$ cat config.mk
export PLATFORM = sky130hd
export DESIGN_NAME = char_lcd_nibble_write_sequencer_unit
export DESIGN_NICKNAME = d
export VERILOG_FILES = /design/src/sv/lcd4_pkg.sv /design/src/sv/char_lcd_nibble_write_sequencer_unit.sv
export SDC_FILE = /design/constraint.sdc
export NUM_CORES = 1
export LEC_CHECK = 0
export BUFFER_PORTS_ARGS = -buffer_cell sky130_fd_sc_hd__buf_2
export CORE_UTILIZATION = 40
export CTS_CLUSTER_DIAMETER = 50
export DETAILED_ROUTE_END_ITERATION = 8
export PLACE_DENSITY = 0.55
export SLEW_MARGIN = 25
export SYNTH_ARGS = -nofsm -noshare
export SYNTH_HDL_FRONTEND = slang
export SYNTH_SLANG_ARGS = --single-unit
$ cat constraint.sdc
create_clock -name clk -period 3.25 [get_ports clk]
set_input_delay 0.4875 -clock clk [delete_from_list [all_inputs] [get_ports clk]]
set_output_delay 0.4875 -clock clk [all_outputs]
set_load 0.05 [all_outputs]
$ cat src/sv/lcd4_pkg.sv
`default_nettype none
package lcd4_pkg;

  // Operation codes carried by the kind field
  typedef enum logic [2:0] {
    KIND_INIT   = 3'd0,
    KIND_CLEAR  = 3'd1,
    KIND_CURSOR = 3'd2,
    KIND_DATA   = 3'd3,
    KIND_CMD    = 3'd4
  } kind_t;

  // Configuration register indexes
  typedef enum logic [2:0] {
    REG_INIT_PAUSE = 3'd0,
    REG_PAUSE      = 3'd1,
    REG_STROBE     = 3'd2,
    REG_FUNC_SET   = 3'd3,
    REG_ENTRY_MODE = 3'd4,
    REG_DISP_ON    = 3'd5,
    REG_CLEAR      = 3'd6
  } reg_idx_t;

  // Where the nibble of a step comes from
  typedef enum logic [1:0] {
    NIB_CONST = 2'd0,
    NIB_HI    = 2'd1,
    NIB_LO    = 2'd2
  } nib_sel_t;

  // Which byte the nibble is taken from
  typedef enum logic [2:0] {
    BYTE_OPER  = 3'd0,
    BYTE_FUNC  = 3'd1,
    BYTE_ENTRY = 3'd2,
    BYTE_DISP  = 3'd3,
    BYTE_CLEAR = 3'd4
  } byte_sel_t;

  // Which hold time a step uses
  typedef enum logic [1:0] {
    HOLD_STROBE = 2'd0,
    HOLD_SP     = 2'd1,
    HOLD_INIT   = 2'd2
  } hold_sel_t;

  // One control word of the step program
  typedef struct packed {
    logic      en;
    nib_sel_t  nib_sel;
    logic [3:0] nib_const;
    byte_sel_t byte_sel;
    hold_sel_t hold_sel;
    logic      last;
  } cw_t;

  localparam int PC_W = 5;
  localparam logic [PC_W-1:0] ENT_INIT  = 5'd0;
  localparam logic [PC_W-1:0] ENT_CLEAR = 5'd21;
  localparam logic [PC_W-1:0] ENT_BYTE  = 5'd25;
  localparam logic [PC_W-1:0] PC_MAX    = 5'd28;

  function automatic cw_t mk(input logic en, input nib_sel_t ns, input logic [3:0] nc,
                             input byte_sel_t bs, input hold_sel_t hs, input logic last);
    cw_t w;
    w.en        = en;
    w.nib_sel   = ns;
    w.nib_const = nc;
    w.byte_sel  = bs;
    w.hold_sel  = hs;
    w.last      = last;
    return w;
  endfunction

  // Step program: init from ENT_INIT, clear from ENT_CLEAR, one byte from ENT_BYTE
  function automatic cw_t rom(input logic [PC_W-1:0] pc);
    cw_t w;
    case (pc)
      5'd0:  w = mk(1'b0, NIB_CONST, 4'h0, BYTE_OPER,  HOLD_INIT,   1'b0);
      5'd1:  w = mk(1'b1, NIB_CONST, 4'h3, BYTE_OPER,  HOLD_STROBE, 1'b0);
      5'd2:  w = mk(1'b0, NIB_CONST, 4'h3, BYTE_OPER,  HOLD_SP,     1'b0);
      5'd3:  w = mk(1'b1, NIB_CONST, 4'h3, BYTE_OPER,  HOLD_STROBE, 1'b0);
      5'd4:  w = mk(1'b0, NIB_CONST, 4'h3, BYTE_OPER,  HOLD_SP,     1'b0);
      5'd5:  w = mk(1'b1, NIB_CONST, 4'h3, BYTE_OPER,  HOLD_STROBE, 1'b0);
      5'd6:  w = mk(1'b0, NIB_CONST, 4'h3, BYTE_OPER,  HOLD_SP,     1'b0);
      5'd7:  w = mk(1'b1, NIB_CONST, 4'h2, BYTE_OPER,  HOLD_STROBE, 1'b0);
      5'd8:  w = mk(1'b0, NIB_CONST, 4'h2, BYTE_OPER,  HOLD_SP,     1'b0);
      5'd9:  w = mk(1'b1, NIB_HI,    4'h0, BYTE_FUNC,  HOLD_STROBE, 1'b0);
      5'd10: w = mk(1'b0, NIB_HI,    4'h0, BYTE_FUNC,  HOLD_STROBE, 1'b0);
      5'd11: w = mk(1'b1, NIB_LO,    4'h0, BYTE_FUNC,  HOLD_STROBE, 1'b0);
      5'd12: w = mk(1'b0, NIB_LO,    4'h0, BYTE_FUNC,  HOLD_STROBE, 1'b0);
      5'd13: w = mk(1'b1, NIB_HI,    4'h0, BYTE_ENTRY, HOLD_STROBE, 1'b0);
      5'd14: w = mk(1'b0, NIB_HI,    4'h0, BYTE_ENTRY, HOLD_STROBE, 1'b0);
      5'd15: w = mk(1'b1, NIB_LO,    4'h0, BYTE_ENTRY, HOLD_STROBE, 1'b0);
      5'd16: w = mk(1'b0, NIB_LO,    4'h0, BYTE_ENTRY, HOLD_STROBE, 1'b0);
      5'd17: w = mk(1'b1, NIB_HI,    4'h0, BYTE_DISP,  HOLD_STROBE, 1'b0);
      5'd18: w = mk(1'b0, NIB_HI,    4'h0, BYTE_DISP,  HOLD_STROBE, 1'b0);
      5'd19: w = mk(1'b1, NIB_LO,    4'h0, BYTE_DISP,  HOLD_STROBE, 1'b0);
      5'd20: w = mk(1'b0, NIB_LO,    4'h0, BYTE_DISP,  HOLD_STROBE, 1'b0);
      5'd21: w = mk(1'b1, NIB_HI,    4'h0, BYTE_CLEAR, HOLD_STROBE, 1'b0);
      5'd22: w = mk(1'b0, NIB_HI,    4'h0, BYTE_CLEAR, HOLD_STROBE, 1'b0);
      5'd23: w = mk(1'b1, NIB_LO,    4'h0, BYTE_CLEAR, HOLD_STROBE, 1'b0);
      5'd24: w = mk(1'b0, NIB_LO,    4'h0, BYTE_CLEAR, HOLD_SP,     1'b1);
      5'd25: w = mk(1'b1, NIB_HI,    4'h0, BYTE_OPER,  HOLD_STROBE, 1'b0);
      5'd26: w = mk(1'b0, NIB_HI,    4'h0, BYTE_OPER,  HOLD_STROBE, 1'b0);
      5'd27: w = mk(1'b1, NIB_LO,    4'h0, BYTE_OPER,  HOLD_STROBE, 1'b0);
      5'd28: w = mk(1'b0, NIB_LO,    4'h0, BYTE_OPER,  HOLD_STROBE, 1'b1);
      default: w = mk(1'b0, NIB_CONST, 4'h0, BYTE_OPER, HOLD_STROBE, 1'b1);
    endcase
    return w;
  endfunction

endpackage
`default_nettype wire

$ cat src/sv/char_lcd_nibble_write_sequencer_unit.sv
// Character LCD 4-bit write sequencer.
// Input channel (in_*): one item per operation: init, clear, set cursor,
// data byte or raw command. Unknown kinds are taken and produce nothing.
// Output channel (out_*): one item per pin phase (RS, E, D7..D4 and the
// number of ticks to hold them); out_last marks the final phase.
// Config channel (cfg_*): always ready; cfg_index picks the register,
// cfg_data carries the value (upper bits dropped for 8-bit registers).
// Timing: a step program in a small ROM emits one phase per cycle while
// the output register is free. The first phase is loaded into the output
// register once the item is taken and the register is free; a byte
// operation emits 4 phases, clear 4, init 25. The step counter and
// the single output register set this rate. A new item is taken as
// soon as the last phase is loaded, even while it waits at the output.
// A stalled receiver holds the output register and freezes the step
// counter; nothing is dropped.
// Reset (rst_n low, synchronous) empties the output, idles the sequencer
// and loads the default register values.
`default_nettype none
module char_lcd_nibble_write_sequencer_unit #(
  parameter int COLUMNS = 16,
  parameter int ROWS    = 2
) (
  input  wire logic        clk,
  input  wire logic        rst_n,
  input  wire logic        in_valid,
  output logic             in_ready,
  input  wire logic [2:0]  in_kind,
  input  wire logic [7:0]  in_byte_value,
  input  wire logic [7:0]  in_column,
  input  wire logic [7:0]  in_row,
  output logic             out_valid,
  input  wire logic        out_ready,
  output logic             out_register_select,
  output logic             out_enable,
  output logic [3:0]       out_nibble,
  output logic [24:0]      out_hold_ticks,
  output logic             out_last,
  input  wire logic        cfg_valid,
  output logic             cfg_ready,
  input  wire logic [2:0]  cfg_index,
  input  wire logic [23:0] cfg_data
);

  typedef enum logic [1:0] {
    ST_IDLE = 2'b01,
    ST_RUN  = 2'b10
  } st_t;

  localparam logic [7:0] COL_LIM = 8'(COLUMNS);
  localparam logic [7:0] ROW_LIM = 8'(ROWS);

  st_t                          st_r, st_nxt;
  logic [lcd4_pkg::PC_W-1:0]    pc_r, pc_nxt;
  logic [7:0]                   oper_r, oper_nxt;
  logic                         rs_r, rs_nxt;
  logic [23:0]                  init_pause_r, pause_r, strobe_r;
  logic [7:0]                   func_r, entry_r, disp_r, clear_r;
  logic                         out_valid_r, out_valid_nxt;
  logic                         out_rs_r, out_en_r, out_last_r;
  logic [3:0]                   out_nib_r;
  logic [24:0]                  out_hold_r;
  lcd4_pkg::cw_t                cw;
  logic                         adv, in_acc;
  logic [7:0]                   col_c, row_c, cur_addr, src_byte;
  logic [3:0]                   nib_val;
  logic [24:0]                  hold_val;

  assign in_ready  = (st_r == ST_IDLE);
  assign cfg_ready = 1'b1;
  assign in_acc    = in_valid && in_ready;
  assign cw        = lcd4_pkg::rom(pc_r);
  assign adv       = (st_r == ST_RUN) && (!out_valid_r || out_ready);

  // Clamp the cursor and build the set-address command
  always_comb begin
    col_c    = (in_column >= COL_LIM) ? 8'd0 : in_column;
    row_c    = (in_row >= ROW_LIM) ? 8'd0 : in_row;
    cur_addr = 8'h80 | (row_c << 6) | col_c;
  end

  // Dispatch an item to its program entry
  always_comb begin
    st_nxt   = st_r;
    pc_nxt   = pc_r;
    oper_nxt = oper_r;
    rs_nxt   = rs_r;
    if (in_acc) begin
      case (lcd4_pkg::kind_t'(in_kind))
        lcd4_pkg::KIND_INIT: begin
          st_nxt = ST_RUN;
          pc_nxt = lcd4_pkg::ENT_INIT;
          rs_nxt = 1'b0;
        end
        lcd4_pkg::KIND_CLEAR: begin
          st_nxt = ST_RUN;
          pc_nxt = lcd4_pkg::ENT_CLEAR;
          rs_nxt = 1'b0;
        end
        lcd4_pkg::KIND_CURSOR: begin
          st_nxt   = ST_RUN;
          pc_nxt   = lcd4_pkg::ENT_BYTE;
          rs_nxt   = 1'b0;
          oper_nxt = cur_addr;
        end
        lcd4_pkg::KIND_DATA: begin
          st_nxt   = ST_RUN;
          pc_nxt   = lcd4_pkg::ENT_BYTE;
          rs_nxt   = 1'b1;
          oper_nxt = in_byte_value;
        end
        lcd4_pkg::KIND_CMD: begin
          st_nxt   = ST_RUN;
          pc_nxt   = lcd4_pkg::ENT_BYTE;
          rs_nxt   = 1'b0;
          oper_nxt = in_byte_value;
        end
        default: st_nxt = ST_IDLE;
      endcase
    end else if (adv) begin
      // Advance the step counter; drop back to idle after the last step
      pc_nxt = pc_r + 1'b1;
      if (cw.last) begin
        st_nxt = ST_IDLE;
      end
    end
  end

  // Datapath driven by the control word
  always_comb begin
    case (cw.byte_sel)
      lcd4_pkg::BYTE_FUNC:  src_byte = func_r;
      lcd4_pkg::BYTE_ENTRY: src_byte = entry_r;
      lcd4_pkg::BYTE_DISP:  src_byte = disp_r;
      lcd4_pkg::BYTE_CLEAR: src_byte = clear_r;
      default:              src_byte = oper_r;
    endcase
    case (cw.nib_sel)
      lcd4_pkg::NIB_HI: nib_val = src_byte[7:4];
      lcd4_pkg::NIB_LO: nib_val = src_byte[3:0];
      default:          nib_val = cw.nib_const;
    endcase
    case (cw.hold_sel)
      lcd4_pkg::HOLD_SP:   hold_val = {1'b0, strobe_r} + {1'b0, pause_r};
      lcd4_pkg::HOLD_INIT: hold_val = {1'b0, init_pause_r};
      default:             hold_val = {1'b0, strobe_r};
    endcase
  end

  // Output valid: set on a step, clear when taken
  always_comb begin
    if (adv) begin
      out_valid_nxt = 1'b1;
    end else if (out_ready) begin
      out_valid_nxt = 1'b0;
    end else begin
      out_valid_nxt = out_valid_r;
    end
  end

  // Control registers and configuration
  always_ff @(posedge clk) begin
    if (!rst_n) begin
      st_r         <= ST_IDLE;
      pc_r         <= lcd4_pkg::ENT_INIT;
      out_valid_r  <= 1'b0;
      init_pause_r <= 24'd100000;
      pause_r      <= 24'd5000;
      strobe_r     <= 24'd50;
      func_r       <= 8'd40;
      entry_r      <= 8'd6;
      disp_r       <= 8'd12;
      clear_r      <= 8'd1;
    end else begin
      st_r        <= st_nxt;
      pc_r        <= pc_nxt;
      out_valid_r <= out_valid_nxt;
      if (cfg_valid && cfg_ready) begin
        case (lcd4_pkg::reg_idx_t'(cfg_index))
          lcd4_pkg::REG_INIT_PAUSE: init_pause_r <= cfg_data;
          lcd4_pkg::REG_PAUSE:      pause_r      <= cfg_data;
          lcd4_pkg::REG_STROBE:     strobe_r     <= cfg_data;
          lcd4_pkg::REG_FUNC_SET:   func_r       <= cfg_data[7:0];
          lcd4_pkg::REG_ENTRY_MODE: entry_r      <= cfg_data[7:0];
          lcd4_pkg::REG_DISP_ON:    disp_r       <= cfg_data[7:0];
          lcd4_pkg::REG_CLEAR:      clear_r      <= cfg_data[7:0];
          default: ;
        endcase
      end
    end
  end

  // Payload registers
  always_ff @(posedge clk) begin
    oper_r <= oper_nxt;
    rs_r   <= rs_nxt;
    if (adv) begin
      out_rs_r   <= rs_r;
      out_en_r   <= cw.en;
      out_nib_r  <= nib_val;
      out_hold_r <= hold_val;
      out_last_r <= cw.last;
    end
  end

  assign out_valid           = out_valid_r;
  assign out_register_select = out_rs_r;
  assign out_enable          = out_en_r;
  assign out_nibble          = out_nib_r;
  assign out_hold_ticks      = out_hold_r;
  assign out_last            = out_last_r;

  // The step counter never runs past the end of the program
  a_pc_range: assert property (@(posedge clk) disable iff (!rst_n)
    st_r == ST_RUN |-> pc_r <= lcd4_pkg::PC_MAX)
    else $error("step counter out of program");

  // An E-high phase is never the final phase
  a_last_low: assert property (@(posedge clk) disable iff (!rst_n)
    out_valid_r && out_en_r |-> !out_last_r)
    else $error("operation ends with E high");

  // Loading the last step returns the sequencer to idle
  a_last_idle: assert property (@(posedge clk) disable iff (!rst_n)
    adv && cw.last |=> st_r == ST_IDLE)
    else $error("sequencer did not stop after last step");

  // An init item starts the program at its entry
  a_init_entry: assert property (@(posedge clk) disable iff (!rst_n)
    in_acc && in_kind == lcd4_pkg::KIND_INIT |=>
      st_r == ST_RUN && pc_r == lcd4_pkg::ENT_INIT)
    else $error("init did not start at its entry");

endmodule
`default_nettype wire

==> flow_summary.toml <==
[worst_setup_path]
reg2reg_depth = 9
path_buf_inv = 0
cp_max_fo = 4
r2r-end = "out_hold_ticks[22]"
setup.worst_path.end_class = "flip-flop"
cp_slowest_cell = "fa_1"
setup.worst_path.end = "out_hold_ticks[22]"
crit_chain = "ha_1, fa_1, a211oi_1, o21bai_1, o21ai_1, o21ai_0, a21oi_1, xnor2_1, o221ai_1"
cp.required_ns = 3.39
rrSetupSlack_ns = 0.46
critPathArrivalTime_ns = 2.94
cp_num_cells = 9
crit_type = "flip-flop to flip-flop"
r2r_start = "pause_r[0]"
critPathLaunch = "pause_r[0]"
cp_slowest_stage_delay_ns = 0.42
crit_family = "compound AO/OA/AOI/OAI gates"
cp-start-kind = "flip-flop"

[die]
die_w_um = 147
row_count = 52
num_io_pins = 94
die_area_um2 = 21500
start_util_pct = 41.0
die_h_um = 147
design.core.area_um2 = 20400

[yosys]
syn_area_per_cell_um2 = 8.50
yosysWarnings = 0
synthArstFlopShare_pct = 0
synth-edff-count = 41
synthCells = 983
synth.net_count = 1077
synth-seq-area-share_pct = 44.2
synthesis.area_um2 = 8360
yosysUniqueCellTypes = 58
synthFlopType = "dfxtp_1"
yosys_register_bits = 164

[cells_and_area]
final_area_um2 = 9680
syn2layout_area_growth_pct = 15.8
final_cells = 1346
fillCellCount = 2009
nets = 1157
insertedDiodeCount = 0
drive_gt1_share_pct = 14.4
final_util_pct = 47.5

[timing]
finalHoldWorstSlack_ns = 0.301
clock-skew-final_ns = 0.0104
tightest_slew_ns = 1.07
max_slew_margin_pct = 28.6
setup_viol = 0
finalSetupTns_ns = 0
hold_violations = 0
rsz0062_at_grt = "false"
post-route-period-util_pct = 85.9
worst_slack_ns = 0.457
finalMaxSlewViolations = 0
fmax_mhz = 358
fin_crit_ns = 2.79

[place]
routabilityCongestion = 0.883
place_area_um2 = 9100
io_buffer_count = 92
dp_hpwl_mm = 14.9
place_inst = 1314
dp_slack_ns = 0.472

[grt]
grt_first_pass_wirelength_mm = 36.0
antenna_found_initial = 0
grt-ovfl-total = 0
grt_use_total_pct = 21.4
grt_max_degree = 73
grt_pass1_vias = 6944

[power_and_ir_drop]
p_sw_mw = 1.33
pwr-share-comb_pct = 14.3
p_leak_nw = 3.71
clkPwrFrac_pct = 40.3
switching_share_pct = 27.1
peakVddDrop_mv = 0.338
seqPwrFrac_pct = 45.4
internal_power_mw = 3.58
powerDensity_nw_per_um2 = 507
power_mw = 4.91

[cts]
clk_latency_ns = 0.43
clk_pin_slew_ns = 0.06
postCtsSetupRepairBufs = 0
cts_buffers = 17
cts_hold_buf = 0
clk_root_buffer_cell = "clkbuf_16"
cts_tree = "built"
clock_sinks = 164
h-tree-depth = 4
cts_buffer_depth = 2
cts_resized = 0

[detailed_routing]
post_drt_wl_per_cell_um = 16.5
initialDrtViolationCount = 403
first_pass_iters = 5
viasPerCell = 5.27
finalWirelength_mm = 22.2
drc = 0
vias = 7100
postRouteAntennaNets = 0

[run]
drv_cap = 0

[min_path]
hp-class = "input pin to flip-flop"

[status]
status = "completed"
logic make-up (layout without fill, tap and decap cells):
| family | after synthesis | count (layout) | share of synthesized area (%) |
|---|---|---|---|
| simple gates | 417 | 417 | 21.5 |
| xor+xnor | 24 | 24 | 2.51 |
| mux | 14 | 14 | 2.08 |
| compound gates | 259 | 259 | 21.0 |
| fa+ha+maj | 35 | 35 | 5.33 |
| other cells | 1 | 1 | 0.0449 |
| buf+inv | 69 | 162 | 3.34 |
| flops | 164 | 164 | 44.2 |
Yosys cell counts (10+ instances only):
| cell type | instances | area share (%) |
|---|---|---|
| clkbuf_1 | 39 | 1.8 |
| xnor2_1 | 13 | 1.4 |
| a21boi_0 | 86 | 7.7 |
| nor3_1 | 13 | 0.78 |
| o211ai_1 | 11 | 0.99 |
| nor2b_1 | 19 | 1.4 |
| ha_1 | 34 | 5.1 |
| nand2_1 | 285 | 13 |
| inv_1 | 21 | 0.94 |
| edfxtp_1 | 41 | 15 |
| o221ai_1 | 14 | 1.5 |
| nor2_1 | 33 | 1.5 |
| nand2b_1 | 10 | 0.75 |
| a22oi_1 | 11 | 0.99 |
| nand3_1 | 28 | 1.7 |
| o21ai_0 | 41 | 2.5 |
| dfxtp_1 | 123 | 29 |
| a21oi_1 | 49 | 2.9 |
| xor2_1 | 11 | 1.2 |
metal layers:
metal	up-vias	track usage, %	share of wire, %
li1	3588	-	-
met1	3350	26.5	46
met2	140	37.6	49
met3	22	3.41	3.8
met4	0	6.93	1.5
met5	-	0	0
cell usage in the layout, fill, tap and decap left out, types with 12 or more instances in the layout:
cell type	n
buf_2	92
buf_4	16
o221ai_1	14
xnor2_1	13
a21boi_0	86
inv_1	20
nand2_1	285
edfxtp_1	41
nor2_1	31
clkbuf_16	19
nand3_1	28
nor3_1	12
o21ai_0	41
a21oi_1	49
ha_1	34
dfxtp_1	123
nor2b_1	19
worst min-delay path by stage:
stage                           startpoint          endpoint  slack (ns)  cells past startpoint
after detailed placement            cw[12]        out_enable        0.39                      0
after global placement              cw[12]        out_enable        0.40                      0
after CTS                     cfg_data[12]       pause_r[12]        0.30                      3
final                         cfg_data[15]  init_pause_r[15]        0.30                      3
after global routing      in_byte_value[7]         oper_r[7]        0.31                      2
after floorplan                     cw[12]        out_enable        0.39                      0
worst min-delay path, delay by kind of cell:
kind / cells / cell delay (ns)
and+or+nand+nor: 2 / 0.10
buffers and inverters: 1 / 0.10
power groups by stage:
stage / Combinational [mW] / Sequential [mW] / Clock [mW]
2_1_floorplan: 0.463 / 2.27 / 0
3_3_place_gp: 0.702 / 2.27 / 0
3_5_place_dp: 0.698 / 2.27 / 0
4_1_cts: 0.705 / 2.23 / 2.02
5_1_grt: 0.780 / 2.24 / 2.08
6_report: 0.701 / 2.23 / 1.98
cell type report:
class	count	area [um2]	share of cell area [%]
Timing Repair Buffer	108	581	6.00
Sequential cell	164	3690	38.1
Clock buffer	27	546	5.63
Multi-Input combinational cell	750	4400	45.4
Clock inverter	5	32.5	0.336
Tap cell	270	338	3.49
Inverter	22	95.1	0.982
registers in the layout, indices dropped and copies added, names as in the netlist, 8 cells and up:
name / flops
entry_r: 8
oper_r: 8
strobe_r: 24
pause_r: 24
init_pause_r: 24
out_hold_ticks: 25
disp_r: 8
clear_r: 8
cw: 11
func_r: 8
No activity file was read; power rests on OpenSTA's default activity.
